--- config.mk ---
export PLATFORM = sky130hd
export DESIGN_NAME = pcfr_ctrl
export DESIGN_NICKNAME = d
export VERILOG_FILES = /design/src/rtl/core/pcfr_pkg.sv /design/src/rtl/core/pcfr_ctrl.sv
export VERILOG_INCLUDE_DIRS = /design/src /design/src/rtl/core
export SDC_FILE = /design/constraint.sdc
export NUM_CORES = 1
export LEC_CHECK = 0
export BUFFER_PORTS_ARGS = -buffer_cell sky130_fd_sc_hd__buf_4
export CAP_MARGIN = 0
export CORE_AREA = 2 2 39 41
export CTS_CLUSTER_SIZE = 25
export DETAILED_ROUTE_END_ITERATION = 8
export DIE_AREA = 0 0 41 43
export MAX_ROUTING_LAYER = met4
export PLACE_DENSITY = 0.88
export SYNTH_ARGS = -nofsm -noshare
export SYNTH_HDL_FRONTEND = slang
export SYNTH_SLANG_ARGS = --single-unit
--- constraint.sdc ---
create_clock -name clock -period 2.35 [get_ports clock]
set_input_delay 0.1175 -clock clock [delete_from_list [all_inputs] [get_ports clock]]
set_output_delay 0.1175 -clock clock [all_outputs]
set_load 0.03 [all_outputs]
--- src/rtl/core/priority_clock_frame_replacer_core_defines.svh ---
// Assertion macros used by the frame replacer control FSM.
`ifndef PRIORITY_CLOCK_FRAME_REPLACER_CORE_DEFINES_SVH
`define PRIORITY_CLOCK_FRAME_REPLACER_CORE_DEFINES_SVH

`ifndef SYNTH
`define PCFR_ASSERT(label, clk, rst, prop) \
   label: assert property (@(posedge clk) disable iff (rst) (prop)) else $error("pcfr check failed");
`define PCFR_ASSERT_NEXT(label, clk, rst, ante, cons) \
   `PCFR_ASSERT(label, clk, rst, (ante) |=> (cons))
`else
`define PCFR_ASSERT(label, clk, rst, prop)
`define PCFR_ASSERT_NEXT(label, clk, rst, ante, cons)
`endif

`endif

--- src/rtl/core/pcfr_pkg.sv ---
package pcfr_pkg;

   localparam int FRAMES     = 64;
   localparam int LEVEL_BITS = 3;
   localparam int IDX_W      = $clog2(FRAMES);
   localparam int STEP_W     = $clog2(FRAMES * 2);
   localparam int PAGE_W     = 44;
   localparam int VPAGE_W    = 27;
   localparam int OWNER_W    = 15;
   localparam int SLOT_W     = 6;

   localparam logic [OWNER_W-1:0] PROT_ID_A = OWNER_W'(1);
   localparam logic [OWNER_W-1:0] PROT_ID_B = OWNER_W'(2);

   typedef enum logic [1:0] {
      KIND_ALLOC = 2'd0,
      KIND_FREE  = 2'd1,
      KIND_MARK  = 2'd2,
      KIND_LEVEL = 2'd3
   } kind_type;

   typedef enum logic [1:0] {
      ST_DONE      = 2'd0,
      ST_MISS      = 2'd1,
      ST_NO_VICTIM = 2'd2,
      ST_NO_EVICT  = 2'd3
   } status_type;

   typedef struct packed {
      logic [1:0]         kind;
      logic [PAGE_W-1:0]  page_number;
      logic               page_offered;
      logic [VPAGE_W-1:0] virt_page;
      logic [OWNER_W-1:0] owner_id;
      logic [2:0]         owner_level;
   } req_type;

   typedef struct packed {
      logic [SLOT_W-1:0]  frame_slot;
      logic [PAGE_W-1:0]  result_page;
      logic               evicted;
      logic [OWNER_W-1:0] victim_owner;
      logic [VPAGE_W-1:0] victim_virt_page;
      logic [1:0]         status;
   } rsp_type;

   typedef struct packed {
      logic [OWNER_W-1:0]    owner;
      logic [LEVEL_BITS-1:0] level;
      logic [PAGE_W-1:0]     phys;
      logic [VPAGE_W-1:0]    virt;
   } entry_type;

   localparam int ENTRY_W = $bits(entry_type);

   typedef enum logic [3:0] {
      OUT_NONE,
      OUT_FILL_FREE,
      OUT_EVICT,
      OUT_NO_VICTIM,
      OUT_NO_EVICT,
      OUT_FREE,
      OUT_MARK,
      OUT_MISS,
      OUT_LEVEL
   } outcome_type;

   typedef struct packed {
      logic        load;
      logic        scan_rd;
      logic        scan_ev;
      logic        clk_start;
      logic        clk_rd;
      logic        clk_ev;
      logic        pass2;
      logic        finish;
      outcome_type outcome;
   } cmd_type;

   typedef struct packed {
      logic     scan_last;
      logic     step_last;
      logic     victim_hit;
      logic     victim_found;
      logic     free_found;
      logic     top_found;
      logic     match_found;
      logic     offered;
      kind_type kind;
   } stat_type;

   function automatic logic is_protected(logic [OWNER_W-1:0] id);
      return (id == PROT_ID_A) || (id == PROT_ID_B);
   endfunction

endpackage

--- src/rtl/core/pcfr_ctrl.sv ---
`include "priority_clock_frame_replacer_core_defines.svh"

module pcfr_ctrl (
   input  logic               clock,
   input  logic               reset,
   input  logic               start,
   output logic               busy,
   input  pcfr_pkg::stat_type stat,
   output pcfr_pkg::cmd_type  cmd
);
   import pcfr_pkg::*;

   typedef enum logic [6:0] {
      S_IDLE    = 7'b0000001,
      S_SCAN_RD = 7'b0000010,
      S_SCAN_EV = 7'b0000100,
      S_DECIDE  = 7'b0001000,
      S_CLK_RD  = 7'b0010000,
      S_CLK_EV  = 7'b0100000,
      S_FINISH  = 7'b1000000
   } state_type;

   state_type state_ff, state_in;
   logic      pass2_ff, pass2_in;
   logic      need_evict;

   assign need_evict = (stat.kind == KIND_ALLOC) && !(stat.free_found && stat.offered);

   always_comb begin
      state_in    = state_ff;
      pass2_in    = pass2_ff;
      cmd         = '0;
      cmd.outcome = OUT_NONE;
      cmd.pass2   = pass2_ff;
      unique case (state_ff)
         S_IDLE: begin
            if (start) begin
               cmd.load = 1'b1;
               state_in = S_SCAN_RD;
            end
         end
         S_SCAN_RD: begin
            cmd.scan_rd = 1'b1;
            state_in    = S_SCAN_EV;
         end
         S_SCAN_EV: begin
            cmd.scan_ev = 1'b1;
            state_in    = stat.scan_last ? S_DECIDE : S_SCAN_RD;
         end
         S_DECIDE: begin
            if (need_evict && stat.top_found) begin
               cmd.clk_start = 1'b1;
               pass2_in      = 1'b0;
               state_in      = S_CLK_RD;
            end else begin
               state_in = S_FINISH;
            end
         end
         S_CLK_RD: begin
            cmd.clk_rd = 1'b1;
            state_in   = S_CLK_EV;
         end
         S_CLK_EV: begin
            cmd.clk_ev = 1'b1;
            priority if (stat.victim_hit) begin
               state_in = S_FINISH;
            end else if (stat.step_last && !pass2_ff) begin
               cmd.clk_start = 1'b1;
               pass2_in      = 1'b1;
               state_in      = S_CLK_RD;
            end else if (stat.step_last) begin
               state_in = S_FINISH;
            end else begin
               state_in = S_CLK_RD;
            end
         end
         S_FINISH: begin
            cmd.finish = 1'b1;
            state_in   = S_IDLE;
            unique case (stat.kind)
               KIND_ALLOC: begin
                  priority if (!need_evict)        cmd.outcome = OUT_FILL_FREE;
                  else if (!stat.top_found)        cmd.outcome = OUT_NO_EVICT;
                  else if (stat.victim_found)      cmd.outcome = OUT_EVICT;
                  else                             cmd.outcome = OUT_NO_VICTIM;
               end
               KIND_FREE: cmd.outcome = stat.match_found ? OUT_FREE : OUT_MISS;
               KIND_MARK: cmd.outcome = stat.match_found ? OUT_MARK : OUT_MISS;
               KIND_LEVEL: cmd.outcome = OUT_LEVEL;
               default: cmd.outcome = OUT_NONE;
            endcase
         end
         default: state_in = S_IDLE;
      endcase
   end

   always_ff @(posedge clock) begin
      if (reset) begin
         state_ff <= S_IDLE;
         pass2_ff <= 1'b0;
      end else begin
         state_ff <= state_in;
         pass2_ff <= pass2_in;
      end
   end

   assign busy = (state_ff != S_IDLE);

   `PCFR_ASSERT_NEXT(a_accept_scans, clock, reset, start && !busy, state_ff == S_SCAN_RD)
   `PCFR_ASSERT_NEXT(a_finish_idles, clock, reset, cmd.finish, !busy)
   `PCFR_ASSERT_NEXT(a_hit_finishes, clock, reset, cmd.clk_ev && stat.victim_hit, state_ff == S_FINISH)
   `PCFR_ASSERT(a_one_step_cmd, clock, reset, $onehot0({cmd.load, cmd.scan_rd, cmd.scan_ev, cmd.clk_rd, cmd.clk_ev, cmd.finish}))

endmodule

-- Yosys cells after proc, flatten, opt, wreduce, memory -nomap -nowiden
Index checks and enable logic that the tools add are counted.
- bits in registers: 8
- input bits: 13
- output and inout port bits: 13
- equal/unequal tests: 15
- mux-type cells: 28
- reduce and logical (&&, ||, !) cells: 9
- operator list (cell ; number):
    $pmux 7 s6 ; 1
    $mux 7 ; 5
    $pmux 4 s4 ; 1
    $mux 1 ; 14
    $ne 2x2->1 const B ; 4
    $eq 7x1->1 const B ; 1
    $eq 7x2->1 const B ; 1
    $eq 7x3->1 const B ; 1
    $eq 7x4->1 const B ; 1
    $eq 7x5->1 const B ; 1
    $eq 7x6->1 const B ; 1
    $eq 7x7->1 const B ; 1
    $ne 7x1->1 const B ; 1
    $mux 3 ; 2
    $mux 5 ; 1
    $eq 2x2->1 const B ; 2
    $logic_and 1x1->1 ; 4
    $mux 4 ; 1
    $pmux 1 s2 ; 2
    $reduce_and 4->1 ; 1
    $eq 2x1->1 const B ; 1
    $logic_not 1->1 ; 2
    $logic_not 2->1 ; 1
    $mux 2 ; 1
    $reduce_bool 2->1 ; 1

-- Longest topological paths before layout
- depth after elaboration: 6
- mapped depth: 6
- gate-level depth less buffers: 6

-- Worst setup path after synthesis
No wires, ideal clock.
- path type: register to output
- start point: register state_ff[2]
- end point: output cmd[8] (netlist bit)
- arrival: 1.621 ns
- path slack: 0.611 ns
- cell stages (with the launch flop): 5
- cell sequence: dfxtp_1 > nor3_4 > and4b_4 > nand3_1 > o21ai_0
- RTL lines (what ; line ; text):
    start: declaration ; pcfr_ctrl.sv:23 ; state_type state_ff, state_in;
    start signal: assignment ; pcfr_ctrl.sv:102 ; state_ff <= state_in;
    end: declaration ; pcfr_ctrl.sv:9 ; output pcfr_pkg::cmd_type cmd

==> results by group <==
Power and ir drop
  • Power Dens Cells: 405.7 mW/mm²
  • Max rail drop VDD: 0.3533 mV
  • Lkg Pwr: 0.4022 nW

Floorplanning
  • Die width: 41 µm
  • DIE HEIGHT: 43 µm
  • Die Area: 0.001763 mm²
  • Starting Density: 44.76%
  • Rows: 14
  • Core area: 0.001384 mm²
  • Num ports: 26

Routing
  • DRC Markers: 0
  • Avg WL per Cell: 11.54 µm
  • Drt total wl: 1.396 mm
  • Final ANT Viol Nets: 0
  • TritonRoute pass-1 iters: 4
  • Vias: 651
  • Detail-routed via count per cell: 5.380
  • Starting DRC count in detailed routing: 11

Placement
  • Global placer's final weighted congestion: 0.8110
  • Post-Place Cells: 118
  • IO buf count: 25
  • Placed instance area: 812.0 µm²
  • Pre-CTS WS: 716.8 ps
  • HPWL Detailed: 1.135 mm

Synthesis
  • Ys async rst share: 0%
  • Simple-gate share of the synthesized area: 37.78%
  • Complex-gate fraction of the synthesized area: 18.18%
  • Register bit total from synthesis: 8
  • Post-Synthesis Net Count: 97
  • Post-synth EDFFs: 0
  • Synthesized cell area: 619.3 µm²
  • Syn. warnings: 0
  • Post-synthesis adder-cell area fraction: 10.10%
  • Mean Syn Cell Area: 7.840 µm²
  • Register area share after synthesis: 25.86%
  • Synth Instances: 79
  • Ys flop type: dfxtp_1
  • Xor/xnor share of the synthesized area: 1.414%
  • Synth unique cells: 31
  • Largest family of logic cells by synthesized area: simple AND/OR/NAND/NOR gates
  • Mux cell area share after synthesis: 0%

Clock network
  • Setup bufs post-CTS: 0
  • Clock Latency Late Sink: 260 ps
  • CTS Buffer Depth: 2
  • Root Driver: clkbuf_4
  • CTS sink count: 8
  • Cts hold-fix bufs: 0
  • Post-cts gate resize count: 0
  • H-tree levels: 1
  • Num CTS Buffers: 3
  • CTS tree: done
  • Clock transition at path regs: 60 ps

Global route
  • Met3 global-route usage: 7.853%
  • GR Util met2: 29.38%
  • Vias in the first global route: 558
  • Initial antenna violation count: 0
  • Met1 Resource Use GR: 28.01%
  • GRT busiest layer: met2
  • Pin count of the biggest net entering global routing: 9
  • GRT overflow: 0
  • First-pass GRT wire length: 2.470 mm
  • Total track usage: 21.07%

Flow run
  • Max-cap viol count: 0

Critical path
  • Worst-path fanout max: 6
  • CP startpoint: state_ff[0]
  • Flop2flop setup slack: 950 ps
  • Crit path arrival time: 1650 ps
  • Reg2Reg Depth: 4
  • Startpoint Class: flip-flop
  • Crit path cell chain: nor2_1 > and4b_4 > nand3_1 > o21ai_0 > buf_4
  • CP required: 2230 ps
  • Worst flop-to-flop path startpoint: state_ff[0]
  • Setup CP Type: flip-flop to primary output
  • Worst r2r dst: pass2_ff
  • Critical Path Max Stage Delay: 340 ps
  • Capture point of the worst path: cmd[8]
  • Crit end category: primary output
  • CP max stage cell: dfxtp_1

Layout
  • Fin util: 60.31%
  • Area Overhead vs Synth: 34.75%
  • Fin nets: 125
  • Layout cells sized above 1: 29.52%
  • Post-route cell area: 834.6 µm²
  • ANT cells: 0
  • Non-filler cells, final: 121

Timing
  • Fin. Hold Viols: 0
  • Final worst path period need: 1764 ps
  • Pins Over Slew Limit: 0
  • Relative slew slack: 67.13%
  • Worst Slack Setup Final: 585.9 ps
  • Worst-Margin Slew: 488.7 ps
  • Max Clk Rate: 566.8 MHz
  • # setup viols final: 0
  • Post-route clock skew: 8.168 ps
  • Final setup TNS: 0 ps
  • RSZ-0062 raised after global routing: no
  • Fin crit share: 75.07%

Min path
  • Worst Hold Class: primary input to flip-flop

Status
  • Run status: completed
==> critical path, delay by kind of cell, from the launching register on <==
family	cells	cell delay, ps
buffers and inverters	1	180
AO/OA/AOI/OAI	1	140
flip-flops	1	340
AND/OR/NAND/NOR	3	720
==> cell usage after synthesis (3+ instances only) <==
cell,count,share of area [%]
a21oi_1,4,3.2
dfxtp_1,8,26
ha_1,5,10
inv_1,7,4.2
nand2_1,6,3.6
nand3_1,4,3.2
nor2_1,6,3.6
nor2b_1,3,3.0
nor3_1,4,3.2
o21ai_0,3,2.4
==> flip-flops by register name, indices dropped and copies added (netlist names) <==
signal / cells
pass2_ff: 1
state_ff: 7
==> report_power, final <==
group | total [mW] | switching (mW) | internal (mW)
clock network | 0.108 | 0.0489 | 0.0586
logic | 0.0867 | 0.0473 | 0.0394
registers | 0.144 | 0.00460 | 0.140
total | 0.339 | 0.101 | 0.238
==> per-stage QoR <==
| stage | power [mW] | hold WS, ps |
|---|---|---|
| 2_1_floorplan | 0.1964 | 189.6 |
| 3_3_place_gp | 0.2315 | 341.5 |
| 3_5_place_dp | 0.2338 | 340.4 |
| 4_1_cts | 0.3410 | 66.17 |
| 5_1_grt | 0.3639 | 62.28 |
| 6_report | 0.3386 | 66.43 |
==> cell usage in the layout (no fill, tap or decap), types with 3 or more instances in the layout <==
master / count
nor3_1: 4
ha_1: 5
clkbuf_4: 3
a21oi_1: 4
nor2b_1: 3
dfxtp_1: 8
o21ai_0: 3
nand3_1: 4
inv_1: 7
buf_4: 25
nand2_1: 6
nor2_1: 6
==> final cells by class <==
class / count / area, µm²
fillers: 131 / 549.3
multi-input cells: 62 / 417.9
repair buffers: 25 / 187.7
flip-flops and latches: 8 / 160.2
inverters: 7 / 26.28
clock buffers: 3 / 22.52
well taps: 16 / 20.02
==> worst min-delay path by stage <==
stage                      from     endpoint  slack, ps  cells past startpoint
after floorplan           reset     pass2_ff        190                      1
after global placement    reset  state_ff[1]        340                      2
after detailed placement  reset     pass2_ff        340                      2
after CTS                 reset     pass2_ff         70                      2
after global routing      reset  state_ff[1]         60                      2
final                     reset     pass2_ff         70                      2
==> logic make-up after synthesis <==
| family | after synthesis |
|---|---|
| AOI/OAI and AO/OA | 17 |
| buffers and inverters | 9 |
| xor gates and xnor gates | 1 |
| DFF | 8 |
| adders and majority gates | 5 |
| and+or+nand+nor | 39 |
==> layer usage <==
metal  vias up  share of wire [%]
li1        339                  -
met1       294                 45
met2        16                 49
met3         2                5.2
met4         0                1.1
met5         -                  0
Power figures use the tool's default switching activity.
